==> src/mcs_pkg.sv <==
package mcs_pkg;

    localparam logic [2:0] EV_NONE    = 3'd0;
    localparam logic [2:0] EV_OK      = 3'd1;
    localparam logic [2:0] EV_TIMEOUT = 3'd2;
    localparam logic [2:0] EV_MSG     = 3'd3;
    localparam logic [2:0] EV_KNOWN   = 3'd4;
    localparam logic [2:0] EV_UNKNOWN = 3'd5;
    localparam logic [2:0] EV_READY   = 3'd6;
    localparam logic [2:0] EV_ERROR   = 3'd7;

    localparam logic [1:0] MODE_IDLE   = 2'd0;
    localparam logic [1:0] MODE_CONFIG = 2'd1;
    localparam logic [1:0] MODE_READ   = 2'd2;
    localparam logic [1:0] MODE_SEND   = 2'd3;

    localparam logic [3:0] CMD_NONE    = 4'd0;
    localparam logic [3:0] CMD_READ    = 4'd9;
    localparam logic [3:0] CMD_DELETE  = 4'd10;
    localparam logic [3:0] CMD_ADDRESS = 4'd11;
    localparam logic [3:0] CMD_PAYLOAD = 4'd12;

    localparam logic [1:0] T_NONE  = 2'd0;
    localparam logic [1:0] T_START = 2'd1;
    localparam logic [1:0] T_STOP  = 2'd2;

    localparam logic [3:0] REP_NONE       = 4'd0;
    localparam logic [3:0] REP_ECHO       = 4'd1;
    localparam logic [3:0] REP_AT         = 4'd2;
    localparam logic [3:0] REP_SIM        = 4'd3;
    localparam logic [3:0] REP_CALLERID   = 4'd4;
    localparam logic [3:0] REP_CLEARED    = 4'd5;
    localparam logic [3:0] REP_CONFIGURED = 4'd6;
    localparam logic [3:0] REP_DELETED    = 4'd7;
    localparam logic [3:0] REP_SENT       = 4'd8;
    localparam logic [3:0] REP_NOTSENT    = 4'd9;

    localparam logic [15:0] REPLY_TMO_RST   = 16'd2000;
    localparam logic [15:0] PAYLOAD_TMO_RST = 16'd5000;
    localparam logic [2:0]  CMD_LIMIT_RST   = 3'd5;
    localparam logic [2:0]  PAY_LIMIT_RST   = 3'd3;

    typedef enum logic [1:0] {
        REG_REPLY_TMO   = 2'd0,
        REG_PAYLOAD_TMO = 2'd1,
        REG_CMD_LIMIT   = 2'd2,
        REG_PAY_LIMIT   = 2'd3
    } reg_idx_t;

    typedef struct packed {
        logic [15:0] reply_tmo;
        logic [15:0] payload_tmo;
        logic [2:0]  cmd_limit;
        logic [2:0]  pay_limit;
    } cfg_t;

    typedef struct packed {
        logic [2:0]  event_req;
        logic        send_pending;
        logic [15:0] message_handle;
        logic [7:0]  sms_index;
    } item_t;

    typedef struct packed {
        logic [1:0]  mode;
        logic [3:0]  issued_command;
        logic [7:0]  command_index;
        logic [15:0] payload_handle;
        logic [1:0]  timer_action;
        logic [15:0] timer_ms;
        logic [3:0]  report;
        logic        send_taken;
        logic        configured;
    } result_t;

    function automatic logic [3:0] cfg_report(input logic [2:0] k);
        logic [3:0] r;
        unique case (k)
            3'd0:    r = REP_ECHO;
            3'd1:    r = REP_AT;
            3'd2:    r = REP_SIM;
            3'd3:    r = REP_NONE;
            3'd4:    r = REP_CALLERID;
            3'd5:    r = REP_NONE;
            3'd6:    r = REP_CLEARED;
            default: r = REP_CONFIGURED;
        endcase
        return r;
    endfunction

endpackage

==> src/mcs_ifs.sv <==
interface mcs_in_if;
    logic        valid;
    logic        ready;
    logic [2:0]  event_req;
    logic        send_pending;
    logic [15:0] message_handle;
    logic [7:0]  sms_index;

    modport source (output valid, event_req, send_pending, message_handle, sms_index,
                    input ready);
    modport sink (input valid, event_req, send_pending, message_handle, sms_index,
                  output ready);
endinterface

interface mcs_out_if;
    logic        valid;
    logic        ready;
    logic [1:0]  mode;
    logic [3:0]  issued_command;
    logic [7:0]  command_index;
    logic [15:0] payload_handle;
    logic [1:0]  timer_action;
    logic [15:0] timer_ms;
    logic [3:0]  report;
    logic        send_taken;
    logic        configured;

    modport source (output valid, mode, issued_command, command_index, payload_handle,
                    timer_action, timer_ms, report, send_taken, configured,
                    input ready);
    modport sink (input valid, mode, issued_command, command_index, payload_handle,
                  timer_action, timer_ms, report, send_taken, configured,
                  output ready);
endinterface

==> src/mcs_cfg_regs.sv <==
module mcs_cfg_regs (
    input  logic            clk,
    input  logic            rst_n,
    input  logic            psel,
    input  logic            penable,
    input  logic            pwrite,
    input  logic [3:0]      paddr,
    input  logic [31:0]     pwdata,
    output logic [31:0]     prdata,
    output logic            pready,
    output mcs_pkg::cfg_t   cfg
);
    import mcs_pkg::*;

    cfg_t     cfg_reg;
    reg_idx_t idx;
    logic     wr_en;

    assign idx    = reg_idx_t'(paddr[3:2]);
    assign wr_en  = psel && penable && pwrite;
    assign pready = 1'b1;
    assign cfg    = cfg_reg;

    always_ff @(posedge clk or negedge rst_n)
    begin
        if (!rst_n)
        begin
            cfg_reg.reply_tmo   <= REPLY_TMO_RST;
            cfg_reg.payload_tmo <= PAYLOAD_TMO_RST;
            cfg_reg.cmd_limit   <= CMD_LIMIT_RST;
            cfg_reg.pay_limit   <= PAY_LIMIT_RST;
        end
        else if (wr_en)
        begin
            unique case (idx)
                REG_REPLY_TMO:   cfg_reg.reply_tmo   <= pwdata[15:0];
                REG_PAYLOAD_TMO: cfg_reg.payload_tmo <= pwdata[15:0];
                REG_CMD_LIMIT:   cfg_reg.cmd_limit   <= pwdata[2:0];
                REG_PAY_LIMIT:   cfg_reg.pay_limit   <= pwdata[2:0];
                default:         cfg_reg.reply_tmo   <= cfg_reg.reply_tmo;
            endcase
        end
    end

    always_comb
    begin
        unique case (idx)
            REG_REPLY_TMO:   prdata = {16'd0, cfg_reg.reply_tmo};
            REG_PAYLOAD_TMO: prdata = {16'd0, cfg_reg.payload_tmo};
            REG_CMD_LIMIT:   prdata = {29'd0, cfg_reg.cmd_limit};
            REG_PAY_LIMIT:   prdata = {29'd0, cfg_reg.pay_limit};
            default:         prdata = 32'd0;
        endcase
    end

endmodule

==> src/mcs_seq.sv <==
module mcs_seq (
    input  logic              clk,
    input  logic              rst_n,
    input  logic              step_en,
    input  mcs_pkg::item_t    item,
    input  mcs_pkg::cfg_t     cfg,
    output mcs_pkg::result_t  result
);
    import mcs_pkg::*;

    logic [1:0]  mode_reg, mode_next;
    logic [4:0]  cstep_reg, cstep_next;
    logic [1:0]  rstep_reg, rstep_next;
    logic [1:0]  sstep_reg, sstep_next;
    logic [2:0]  retry_reg, retry_next;
    logic [2:0]  pretry_reg, pretry_next;
    logic        conf_reg, conf_next;
    logic [15:0] handle_reg, handle_next;

    logic [2:0]  retry_bump, pretry_bump, retry_after;
    logic        retry_give_up, pretry_give_up;
    logic [2:0]  ev;

    assign ev             = item.event_req;
    assign retry_bump     = (retry_reg == 3'd7) ? 3'd7 : retry_reg + 3'd1;
    assign pretry_bump    = (pretry_reg == 3'd7) ? 3'd7 : pretry_reg + 3'd1;
    assign retry_give_up  = retry_bump >= cfg.cmd_limit;
    assign pretry_give_up = pretry_bump >= cfg.pay_limit;
    assign retry_after    = retry_give_up ? 3'd0 : retry_bump;

    always_comb
    begin
        mode_next   = mode_reg;
        cstep_next  = cstep_reg;
        rstep_next  = rstep_reg;
        sstep_next  = sstep_reg;
        retry_next  = retry_reg;
        pretry_next = pretry_reg;
        conf_next   = conf_reg;
        handle_next = handle_reg;
        result      = '0;

        unique case (mode_reg)
            MODE_IDLE:
            begin
                if (!conf_reg)
                    mode_next = MODE_CONFIG;
                else if (ev == EV_MSG)
                    mode_next = MODE_READ;
                else if (item.send_pending)
                begin
                    mode_next         = MODE_SEND;
                    result.send_taken = 1'b1;
                    handle_next       = item.message_handle;
                end
            end
            MODE_CONFIG:
            begin
                if (cstep_reg[4])
                    cstep_next = 5'd0;
                else if (!cstep_reg[0])
                begin
                    result.issued_command = {1'b0, cstep_reg[3:1]} + 4'd1;
                    result.timer_action   = T_START;
                    result.timer_ms       = cfg.reply_tmo;
                    cstep_next            = cstep_reg + 5'd1;
                end
                else if (ev == EV_OK)
                begin
                    result.timer_action = T_STOP;
                    retry_next          = 3'd0;
                    result.report       = cfg_report(cstep_reg[3:1]);
                    if (cstep_reg == 5'd15)
                    begin
                        conf_next  = 1'b1;
                        mode_next  = MODE_IDLE;
                        cstep_next = 5'd0;
                    end
                    else
                        cstep_next = cstep_reg + 5'd1;
                end
                else if (ev == EV_TIMEOUT)
                begin
                    result.timer_action = T_STOP;
                    retry_next          = retry_after;
                    if (retry_give_up)
                    begin
                        mode_next  = MODE_IDLE;
                        cstep_next = 5'd0;
                    end
                    else
                        cstep_next = cstep_reg - 5'd1;
                end
            end
            MODE_READ:
            begin
                if (!rstep_reg[0])
                begin
                    result.issued_command = rstep_reg[1] ? CMD_DELETE : CMD_READ;
                    result.command_index  = item.sms_index;
                    result.timer_action   = T_START;
                    result.timer_ms       = cfg.reply_tmo;
                    rstep_next            = rstep_reg + 2'd1;
                end
                else if (!rstep_reg[1])
                begin
                    if (ev == EV_TIMEOUT)
                    begin
                        result.timer_action = T_STOP;
                        retry_next          = retry_after;
                        rstep_next          = retry_give_up ? 2'd2 : 2'd0;
                    end
                    else if (ev == EV_KNOWN || ev == EV_UNKNOWN)
                    begin
                        result.timer_action = T_STOP;
                        retry_next          = 3'd0;
                    end
                    else if (ev == EV_OK)
                    begin
                        result.timer_action = T_STOP;
                        retry_next          = 3'd0;
                        rstep_next          = 2'd2;
                    end
                end
                else
                begin
                    if (ev == EV_OK)
                    begin
                        result.timer_action = T_STOP;
                        retry_next          = 3'd0;
                        result.report       = REP_DELETED;
                        mode_next           = MODE_IDLE;
                        rstep_next          = 2'd0;
                    end
                    else if (ev == EV_TIMEOUT)
                    begin
                        result.timer_action = T_STOP;
                        retry_next          = retry_after;
                        if (retry_give_up)
                        begin
                            mode_next  = MODE_IDLE;
                            rstep_next = 2'd0;
                        end
                        else
                            rstep_next = 2'd2;
                    end
                end
            end
            default:
            begin
                unique case (sstep_reg)
                    2'd0:
                    begin
                        result.issued_command = CMD_ADDRESS;
                        result.timer_action   = T_START;
                        result.timer_ms       = cfg.reply_tmo;
                        sstep_next            = 2'd1;
                    end
                    2'd1:
                    begin
                        if (ev == EV_READY)
                        begin
                            result.timer_action = T_STOP;
                            retry_next          = 3'd0;
                            sstep_next          = 2'd2;
                        end
                        else if (ev == EV_TIMEOUT)
                        begin
                            result.timer_action = T_STOP;
                            retry_next          = retry_after;
                            sstep_next          = 2'd0;
                            if (retry_give_up)
                                mode_next = MODE_IDLE;
                        end
                    end
                    2'd2:
                    begin
                        result.issued_command = CMD_PAYLOAD;
                        result.payload_handle = handle_reg;
                        result.timer_action   = T_START;
                        result.timer_ms       = cfg.payload_tmo;
                        sstep_next            = 2'd3;
                    end
                    default:
                    begin
                        if (ev == EV_OK || ev == EV_ERROR)
                        begin
                            result.timer_action = T_STOP;
                            pretry_next         = 3'd0;
                            result.report       = (ev == EV_OK) ? REP_SENT : REP_NOTSENT;
                            mode_next           = MODE_IDLE;
                            sstep_next          = 2'd0;
                        end
                        else if (ev == EV_TIMEOUT)
                        begin
                            result.timer_action = T_STOP;
                            sstep_next          = 2'd0;
                            if (pretry_give_up)
                            begin
                                pretry_next = 3'd0;
                                mode_next   = MODE_IDLE;
                            end
                            else
                                pretry_next = pretry_bump;
                        end
                    end
                endcase
            end
        endcase

        result.mode       = mode_next;
        result.configured = conf_next;
    end

    always_ff @(posedge clk or negedge rst_n)
    begin
        if (!rst_n)
        begin
            mode_reg   <= MODE_IDLE;
            cstep_reg  <= 5'd0;
            rstep_reg  <= 2'd0;
            sstep_reg  <= 2'd0;
            retry_reg  <= 3'd0;
            pretry_reg <= 3'd0;
            conf_reg   <= 1'b0;
            handle_reg <= 16'd0;
        end
        else if (step_en)
        begin
            mode_reg   <= mode_next;
            cstep_reg  <= cstep_next;
            rstep_reg  <= rstep_next;
            sstep_reg  <= sstep_next;
            retry_reg  <= retry_next;
            pretry_reg <= pretry_next;
            conf_reg   <= conf_next;
            handle_reg <= handle_next;
        end
    end

endmodule

==> src/modem_command_sequencer_core.sv <==
// channel   role        dir   handshake     payload
// in_ch     event word  in    valid/ready   event_req, send_pending, message_handle, sms_index
// out_ch    result word out   valid/ready   mode, command, index, handle, timer, report, flags
// apb       config      in    psel/penable  reply/payload timeouts, retry limits
//
// an accepted event word passes the input register, then the result register
// one word per cycle sustained while out_ch is ready; sequencer state updates as a word moves to the result register
// rst_n clears the sequencer to idle, unconfigured, and loads the default timeouts and limits
// a stalled result register holds the input register; an empty input register takes one word
module modem_command_sequencer_core (
    input  logic        clk,
    input  logic        rst_n,
    mcs_in_if.sink      in_ch,
    mcs_out_if.source   out_ch,
    input  logic        psel,
    input  logic        penable,
    input  logic        pwrite,
    input  logic [3:0]  paddr,
    input  logic [31:0] pwdata,
    output logic [31:0] prdata,
    output logic        pready
);
    import mcs_pkg::*;

    cfg_t    cfg;
    item_t   in_item_reg;
    logic    in_valid_reg;
    result_t step_res;
    result_t out_reg;
    logic    out_valid_reg;
    logic    advance;

    assign advance     = in_valid_reg && (!out_valid_reg || out_ch.ready);
    assign in_ch.ready = !in_valid_reg || advance;

    mcs_cfg_regs u_regs (
        .clk     (clk),
        .rst_n   (rst_n),
        .psel    (psel),
        .penable (penable),
        .pwrite  (pwrite),
        .paddr   (paddr),
        .pwdata  (pwdata),
        .prdata  (prdata),
        .pready  (pready),
        .cfg     (cfg)
    );

    mcs_seq u_seq (
        .clk     (clk),
        .rst_n   (rst_n),
        .step_en (advance),
        .item    (in_item_reg),
        .cfg     (cfg),
        .result  (step_res)
    );

    always_ff @(posedge clk or negedge rst_n)
    begin
        if (!rst_n)
            in_valid_reg <= 1'b0;
        else if (in_ch.ready)
            in_valid_reg <= in_ch.valid;
    end

    always_ff @(posedge clk)
    begin
        if (in_ch.valid && in_ch.ready)
        begin
            in_item_reg.event_req      <= in_ch.event_req;
            in_item_reg.send_pending   <= in_ch.send_pending;
            in_item_reg.message_handle <= in_ch.message_handle;
            in_item_reg.sms_index      <= in_ch.sms_index;
        end
    end

    always_ff @(posedge clk or negedge rst_n)
    begin
        if (!rst_n)
            out_valid_reg <= 1'b0;
        else if (advance)
            out_valid_reg <= 1'b1;
        else if (out_ch.ready)
            out_valid_reg <= 1'b0;
    end

    always_ff @(posedge clk)
    begin
        if (advance)
            out_reg <= step_res;
    end

    assign out_ch.valid          = out_valid_reg;
    assign out_ch.mode           = out_reg.mode;
    assign out_ch.issued_command = out_reg.issued_command;
    assign out_ch.command_index  = out_reg.command_index;
    assign out_ch.payload_handle = out_reg.payload_handle;
    assign out_ch.timer_action   = out_reg.timer_action;
    assign out_ch.timer_ms       = out_reg.timer_ms;
    assign out_ch.report         = out_reg.report;
    assign out_ch.send_taken     = out_reg.send_taken;
    assign out_ch.configured     = out_reg.configured;

`ifndef SYNTHESIS
    a_held_word: assert property (@(posedge clk) disable iff (!rst_n)
        in_valid_reg && !advance |=> in_valid_reg)
        else $error("buffered event word lost while stalled");

    a_free_accepts: assert property (@(posedge clk) disable iff (!rst_n)
        !out_valid_reg |-> in_ch.ready)
        else $error("input stalled with empty result register");

    a_cmd_starts_timer: assert property (@(posedge clk) disable iff (!rst_n)
        out_valid_reg && out_reg.issued_command != CMD_NONE |-> out_reg.timer_action == T_START)
        else $error("command issued without timer start");
`endif

endmodule
==> src/flat_wrapper.sv <==
// flat-port wrapper written by rule: the top's interface ports become plain ports
module modem_command_sequencer_core_flat import mcs_pkg::*;
  (clk, rst_n, psel, penable, pwrite, paddr, pwdata, prdata, pready, in_ch_valid, in_ch_event_req, in_ch_send_pending, in_ch_message_handle, in_ch_sms_index, in_ch_ready, out_ch_valid, out_ch_mode, out_ch_issued_command, out_ch_command_index, out_ch_payload_handle, out_ch_timer_action, out_ch_timer_ms, out_ch_report, out_ch_send_taken, out_ch_configured, out_ch_ready);
  mcs_in_if in_ch_i ();
  mcs_out_if out_ch_i ();
  input  logic clk;
  input  logic rst_n;
  input  logic psel;
  input  logic penable;
  input  logic pwrite;
  input  logic [3:0] paddr;
  input  logic [31:0] pwdata;
  output logic [31:0] prdata;
  output logic pready;
  input wire logic [$bits(in_ch_i.valid)-1:0] in_ch_valid;
  input wire logic [$bits(in_ch_i.event_req)-1:0] in_ch_event_req;
  input wire logic [$bits(in_ch_i.send_pending)-1:0] in_ch_send_pending;
  input wire logic [$bits(in_ch_i.message_handle)-1:0] in_ch_message_handle;
  input wire logic [$bits(in_ch_i.sms_index)-1:0] in_ch_sms_index;
  output wire logic [$bits(in_ch_i.ready)-1:0] in_ch_ready;
  output wire logic [$bits(out_ch_i.valid)-1:0] out_ch_valid;
  output wire logic [$bits(out_ch_i.mode)-1:0] out_ch_mode;
  output wire logic [$bits(out_ch_i.issued_command)-1:0] out_ch_issued_command;
  output wire logic [$bits(out_ch_i.command_index)-1:0] out_ch_command_index;
  output wire logic [$bits(out_ch_i.payload_handle)-1:0] out_ch_payload_handle;
  output wire logic [$bits(out_ch_i.timer_action)-1:0] out_ch_timer_action;
  output wire logic [$bits(out_ch_i.timer_ms)-1:0] out_ch_timer_ms;
  output wire logic [$bits(out_ch_i.report)-1:0] out_ch_report;
  output wire logic [$bits(out_ch_i.send_taken)-1:0] out_ch_send_taken;
  output wire logic [$bits(out_ch_i.configured)-1:0] out_ch_configured;
  input wire logic [$bits(out_ch_i.ready)-1:0] out_ch_ready;
  assign in_ch_i.valid = in_ch_valid;
  assign in_ch_i.event_req = in_ch_event_req;
  assign in_ch_i.send_pending = in_ch_send_pending;
  assign in_ch_i.message_handle = in_ch_message_handle;
  assign in_ch_i.sms_index = in_ch_sms_index;
  assign in_ch_ready = in_ch_i.ready;
  assign out_ch_valid = out_ch_i.valid;
  assign out_ch_mode = out_ch_i.mode;
  assign out_ch_issued_command = out_ch_i.issued_command;
  assign out_ch_command_index = out_ch_i.command_index;
  assign out_ch_payload_handle = out_ch_i.payload_handle;
  assign out_ch_timer_action = out_ch_i.timer_action;
  assign out_ch_timer_ms = out_ch_i.timer_ms;
  assign out_ch_report = out_ch_i.report;
  assign out_ch_send_taken = out_ch_i.send_taken;
  assign out_ch_configured = out_ch_i.configured;
  assign out_ch_i.ready = out_ch_ready;
  modem_command_sequencer_core u_core (.clk(clk), .rst_n(rst_n), .in_ch(in_ch_i), .out_ch(out_ch_i), .psel(psel), .penable(penable), .pwrite(pwrite), .paddr(paddr), .pwdata(pwdata), .prdata(prdata), .pready(pready));
endmodule
==> config.mk <==
export PLATFORM = sky130hd
export DESIGN_NAME = modem_command_sequencer_core_flat
export DESIGN_NICKNAME = d
export VERILOG_FILES = /design/src/mcs_pkg.sv /design/src/mcs_ifs.sv /design/src/mcs_cfg_regs.sv /design/src/mcs_seq.sv /design/src/modem_command_sequencer_core.sv /design/src/flat_wrapper.sv
export SDC_FILE = /design/constraint.sdc
export NUM_CORES = 1
export LEC_CHECK = 0
export BUFFER_PORTS_ARGS = -buffer_cell sky130_fd_sc_hd__buf_4
export CORE_MARGIN = 5
export CORE_UTILIZATION = 25
export CTS_CLUSTER_SIZE = 30
export DETAILED_ROUTE_END_ITERATION = 10
export PLACE_DENSITY = 0.52
export REMOVE_ABC_BUFFERS = 1
export SETUP_SLACK_MARGIN = 0.2
export SLEW_MARGIN = 20
export SYNTH_ARGS = -nofsm -noshare
export SYNTH_HDL_FRONTEND = slang
export SYNTH_HIERARCHICAL = 1
export SYNTH_SLANG_ARGS = --single-unit
export TNS_END_PERCENT = 10
==> constraint.sdc <==
create_clock -name clk -period 4.2 [get_ports clk]
set_input_delay 0.84 -clock clk [delete_from_list [all_inputs] [get_ports clk]]
set_output_delay 0.84 -clock clk [all_outputs]
set_load 0.1 [all_outputs]
== Yosys cells after proc, flatten, opt, wreduce, memory -nomap -nowiden ==
Cells that the tools add are included.

* Register bits after elaboration: 156
* Bits in latches: 0
* Memory bits (writable): 0
* ROM bits: 0
* Input bits: 71
* Output and inout port bits: 89
* Word-level logic and storage cells: 201
* Memories kept: 0

* $add $sub $neg: 6
* Multiply operators: 0
* Divide/modulo/power cells: 0
* Magnitude comparators: 2
* Eq/ne operators: 28
* Shift-type cells: 0
* Multiplexer cells: 95
* Bitwise operators: 7
* Reductions and logical operators: 35

{| class="wikitable"
|+ Operators by type and width
! kind !! count
|-
| 32-bit case mux with 4 select lines || 1
|-
| 2-bit 2-to-1 mux || 39
|-
| 3-bit 2-to-1 mux || 22
|-
| 22-bit case mux with 3 select lines || 1
|-
| 16-bit 2-to-1 mux || 2
|-
| 16-bit case mux with 2 select lines || 1
|-
| 5-bit 2-to-1 mux || 6
|-
| 3-bit equality test, second input constant || 9
|-
| 22-bit 2-to-1 mux || 1
|-
| 3-bit case mux with 6 select lines || 1
|-
| 4-bit 2-to-1 mux || 4
|-
| 2-bit AND reduction || 7
|-
| 3-bit by 2-bit equality test with 1-bit output, second input constant || 4
|-
| 12-bit 2-to-1 mux || 1
|-
| 2-bit case mux with 3 select lines || 2
|-
| 4-bit case mux with 3 select lines || 1
|-
| 1-bit 2-to-1 mux || 9
|-
| 3-bit case mux with 3 select lines || 1
|-
| 3-bit OR reduction || 3
|-
| 2-bit equality test, second input constant || 4
|-
| 2-bit case mux with 2 select lines || 2
|-
| 4-bit case mux with 2 select lines || 1
|-
| 1-bit inverter || 7
|-
| 7-bit AND reduction || 1
|-
| other kinds (24) || 43
|}

== Logic depth before layout (Yosys ltp) ==
* Depth after elaboration: 9
* Mapped depth: 9
* Depth with buffers taken out: 9

== Cells and area by module ==
The synthesis kept the hierarchy.

{| class="wikitable"
|+ By module, submodules not included
! module !! instances !! cells an instance !! area an instance (um^2) !! seq. area each (um^2)
|-
| mcs_seq || 1 || 332 || 2926.6 || 850.8
|-
| modem_command_sequencer_core || 1 || 90 || 2566.2 || 2512.4
|-
| mcs_cfg_regs || 1 || 138 || 1924.3 || 969.7
|}

== Worst setup path before layout ==
Ideal clock, no wire load.

* Path type: flip-flop to flip-flop
* Start point: register u_core.out_valid_reg, in the netlist u_core/out_ch.valid
* End point: register u_core.u_seq.retry_reg[1]
* Setup time: 121 ps
* Arrival: 3678 ps
* Required time: 4079 ps
* Setup slack: 401 ps
* Cell stages (with the launch flop): 9
* Buffers on the path: 1
* Period minus slack after synthesis: 3799 ps
* Cells stage by stage: dfrtp_1 nand2b_1 and2_1 buf_6 inv_1 a2111o_1 or3_4 o21bai_1 a22o_1

* Longest elaborated chain between the ends: 4

{| class="wikitable"
|+ Ends and longest elaborated chain
! item !! RTL line !! RTL
|-
| start, declared || modem_command_sequencer_core.sv:30 || <nowiki>logic out_valid_reg;</nowiki>
|-
| start signal, assigned || modem_command_sequencer_core.sv:80 || <nowiki>out_valid_reg <= 1'b0;</nowiki>
|-
| start signal, assigned || modem_command_sequencer_core.sv:82 || <nowiki>out_valid_reg <= 1'b1;</nowiki>
|-
| start signal, assigned || modem_command_sequencer_core.sv:84 || <nowiki>out_valid_reg <= 1'b0;</nowiki>
|-
| 1-bit zero test || modem_command_sequencer_core.sv:33 || <nowiki>assign advance = in_valid_reg && (!out_valid_reg || out_ch.ready);</nowiki>
|-
| 1-bit logical OR || modem_command_sequencer_core.sv:33 ||
|-
| 1-bit logical AND || modem_command_sequencer_core.sv:33 ||
|-
| named net u_core.advance || modem_command_sequencer_core.sv:31 || <nowiki>logic advance;</nowiki>
|-
| 7-bit AND reduction (no line) || -- ||
|-
| end signal, assigned || mcs_seq.sv:234 || <nowiki>retry_reg <= retry_next;</nowiki>
|-
| end, declared || mcs_seq.sv:15 || <nowiki>logic [2:0] retry_reg, retry_next;</nowiki>
|}

The timed path passes the listed nets, and every way through them passes these cells.
A chain may end at the register's enable or synchronous reset.

==> impl_metrics.csv <==
group,metric,value,unit
run_status,status,"complete, no violations",
timing,slew-limit-headroom,31.3,%
worst_setup_path,start_kind,"flip-flop",
clocking,post_cts_buffers,0,
worst_setup_path,reg2reg_to,"u_core/out_ch.mode[1]$_DFFE_PP_",
worst_setup_path,ff2ff_setup_slack,1.25,ns
clocking,holdBufCountCts,0,
worst_setup_path,r2r-start,"u_core/u_seq/retry_reg[0]$_DFFE_PN0P_",
routing,drt-initial-drc-count,264,
yosys,ys.warnings.count,6,
global_routing,grt_pass1_vias,5018,
pwr,power,5.80,mW
floorplanning,die_w,182,microns
clocking,cts_num_sinks,156,
final_layout,antenna_cells,0,
routing,finalWirelength,17900,microns
floorplanning,row_count,63,
timing,timing.setup.tns,0,ns
worst_setup_path,cp.depth,9,
floorplanning,core,29500,sq um
final_layout,drive_gt1_share,36.4,%
final_layout,finalNetCount,771,
yosys,synth_ff_type,"edfxtp_1",
worst_setup_path,crit_chain,"ha_1, nand2_1, or2b_2, ha_1, nand2_1, o21ai_0, a31oi_1, o211ai_1, a21oi_1",
worst_setup_path,path_buf_inv,0,
routing,wire_per_inst,16.6,microns
worst_setup_path,cpLargestDelayFamily,"compound AO/OA/AOI/OAI gates",
yosys,synth_cells,560,
worst_setup_path,end_kind,"flip-flop",
clocking,clockBufferDepth,2,
routing,vias,4790,
worst_setup_path,r2r_cells,9,
yosys,ys_ff_latch,156,
clocking,cts.clk_slew.worst_paths,0.07,ns
yosys,synthDistinctLibCells,72,
timing,final_max_slew_viol_count,0,
global_routing,grt_start_max_net_pins,59,
floorplanning,start_util,25.2,%
worst_setup_path,max_stage_delay,0.56,ns
final_layout,fin_cells,1082,
final_layout,fin_area,9250,sq um
routing,vias_per_cell,4.43,
timing,worst_pin_slew,1.03,ns
pwr,p_leak,4.06,nW
clocking,cts_buffers,17,
hold_path,hold_path_class,"flip-flop to flip-flop",
worst_setup_path,crit_end,"u_core/out_ch.mode[1]$_DFFE_PP_",
worst_setup_path,path_class,"flip-flop to flip-flop",
clocking,cts_max_level,4,
worst_setup_path,arrival,3.12,ns
final_layout,fillCellCount,3020,
placed_design,placed_area,8640,sq um
worst_setup_path,worstPathRequired,4.37,ns
timing,grt_setup_unrepaired,"false",
worst_setup_path,worstSetupStartpoint,"u_core/u_seq/retry_reg[0]$_DFFE_PN0P_",
pwr,peakVddDrop,0.000226,V
timing,clock_skew,0.0130,ns
global_routing,grtUsageTotal,10.9,%
worst_setup_path,critPathMaxFanout,5,
pwr,pwr_density_cell,627,nW/um^2
routing,drc_errors,0,
final_layout,ff_latch_area,4330,sq um
timing,hold_ws,0.477,ns
clocking,insertion_delay,0.42,ns
yosys,syn_area,7420,sq um
timing,fmax,339,MHz
yosys,async_reset_ff_share,47.4,%
yosys,ys_seq_area_share,58.4,%
placed_design,dpl.hpwl,12100,microns
timing,post-route-period-util,70.3,%
clocking,cts_tree,"built",
placed_design,io_buffers,124,
final_layout,areaGrowthSynthToFinish,24.7,%
floorplanning,die_h,182,microns
clocking,cts-root-buf,"clkbuf_16",
worst_setup_path,cp_slowest_cell,"o21ai_0",
clocking,ctsResizeCount,0,
final_layout,multi_input_area,2790,sq um
floorplanning,die_area,33200,sq um
timing,hold_viol,0,
placed_design,gp_congestion,0.811,
run,max_cap_viol_count,0,
routing,postRouteAntennaNets,0,
timing,min_period,2.95,ns
global_routing,grt_overflow,0,
timing,finalSetupViolCount,0,
global_routing,antenna_found_initial,0,
yosys,synth_edf_count,82,
global_routing,grt_pass1_wl,28300,microns
routing,drtPass1Iterations,5,
hold_path,hold_start,"u_core/in_item_reg[12]$_DFFE_PP_",
yosys,avgSynthCellArea,13.2,sq um
floorplanning,ios,160,
placed_design,post-place-cells,1050,
final_layout,largest_reg_flops,38,
[synth_stat cells, drive strengths merged (12+ instances only)]
cell | n | area share, %
ha | 21 | 3.5
mux2 | 56 | 9.0
mux2i | 13 | 1.8
inv | 17 | 0.86
dfstp | 15 | 5.3
nor2 | 38 | 1.9
o21ai | 17 | 1.1
nand2 | 13 | 0.66
and3 | 20 | 1.7
clkbuf | 12 | 0.61
dfrtp | 59 | 20
buf | 32 | 3.3
edfxtp | 82 | 33
a21oi | 21 | 1.4
a22o | 18 | 2.1
and2 | 14 | 1.2
nand3 | 14 | 0.94
[logic make-up after synthesis]
| family | share of synthesized area, % |
|---|---|
| adders and majority gates | 3.54 |
| buffers and inverters | 4.77 |
| xor gates and xnor gates | 0.709 |
| muxes | 11.8 |
| DFF | 58.4 |
| other | 0.101 |
| AOI/OAI and AO/OA | 9.50 |
| and+or+nand+nor | 11.2 |
[cell type report]
type	instances	area share [%]
inverters	17	0.690
well taps	390	5.28
repair buffers	129	10.5
multi-input cells	358	30.2
clock buffers	19	4.90
clock inverters	13	1.64
flip-flops and latches	156	46.9
[worst min-delay path by stage]
stage	slack, ns	depth (start not counted)	endpoint
2_1_floorplan	0.46	1	u_core/u_seq/handle_reg[0]$_DFFE_PN0P_
3_3_place_gp	0.46	1	u_core/u_seq/handle_reg[1]$_DFFE_PN0P_
3_5_place_dp	0.47	1	u_core/u_seq/handle_reg[6]$_DFFE_PN0P_
4_1_cts	0.48	1	u_core/u_seq/handle_reg[6]$_DFFE_PN0P_
5_1_grt	0.49	1	u_core/u_seq/handle_reg[6]$_DFFE_PN0P_
6_report	0.48	1	u_core/u_seq/handle_reg[4]$_DFFE_PN0P_
[power by group]
group	total, mW	switching [mW]	leakage (nW)	internal, mW
Sequential	2.13	0.218	1.71	1.91
Clock	1.60	0.676	0.295	0.924
Combinational	2.07	1.45	2.05	0.621
Total	5.80	2.34	4.06	3.46
[layout by cell type (no fill, tap or decap), types with 7 or more instances in the layout]
master / count
mux2_4: 10
mux2_2: 46
inv_1: 16
edfxtp_1: 82
a22o_1: 18
dfstp_2: 15
o21ai_0: 17
a31oi_1: 7
nand3_1: 14
mux2i_1: 13
and2_1: 12
buf_4: 129
nor2_1: 38
ha_1: 21
dfrtp_1: 59
nand2_1: 13
and3_1: 20
clkbuf_16: 17
conb_1: 17
a21oi_1: 21
[per-layer routing]
metal	share of wire [%]	track usage (%)	vias up
li1	-	-	2273
met1	43	13.9	2390
met2	51	18.2	116
met3	4.8	2.73	11
met4	0.98	3.06	0
met5	0	0	-
[through the flow]
stage	util [%]	worst slack, ns
floorplan	-	0.224
global placement	29.3	1.27
detailed placement	29.3	1.25
CTS	31.4	1.32
global route	31.4	1.11
finish	31.4	1.25
Power figures use the tool's default switching activity.
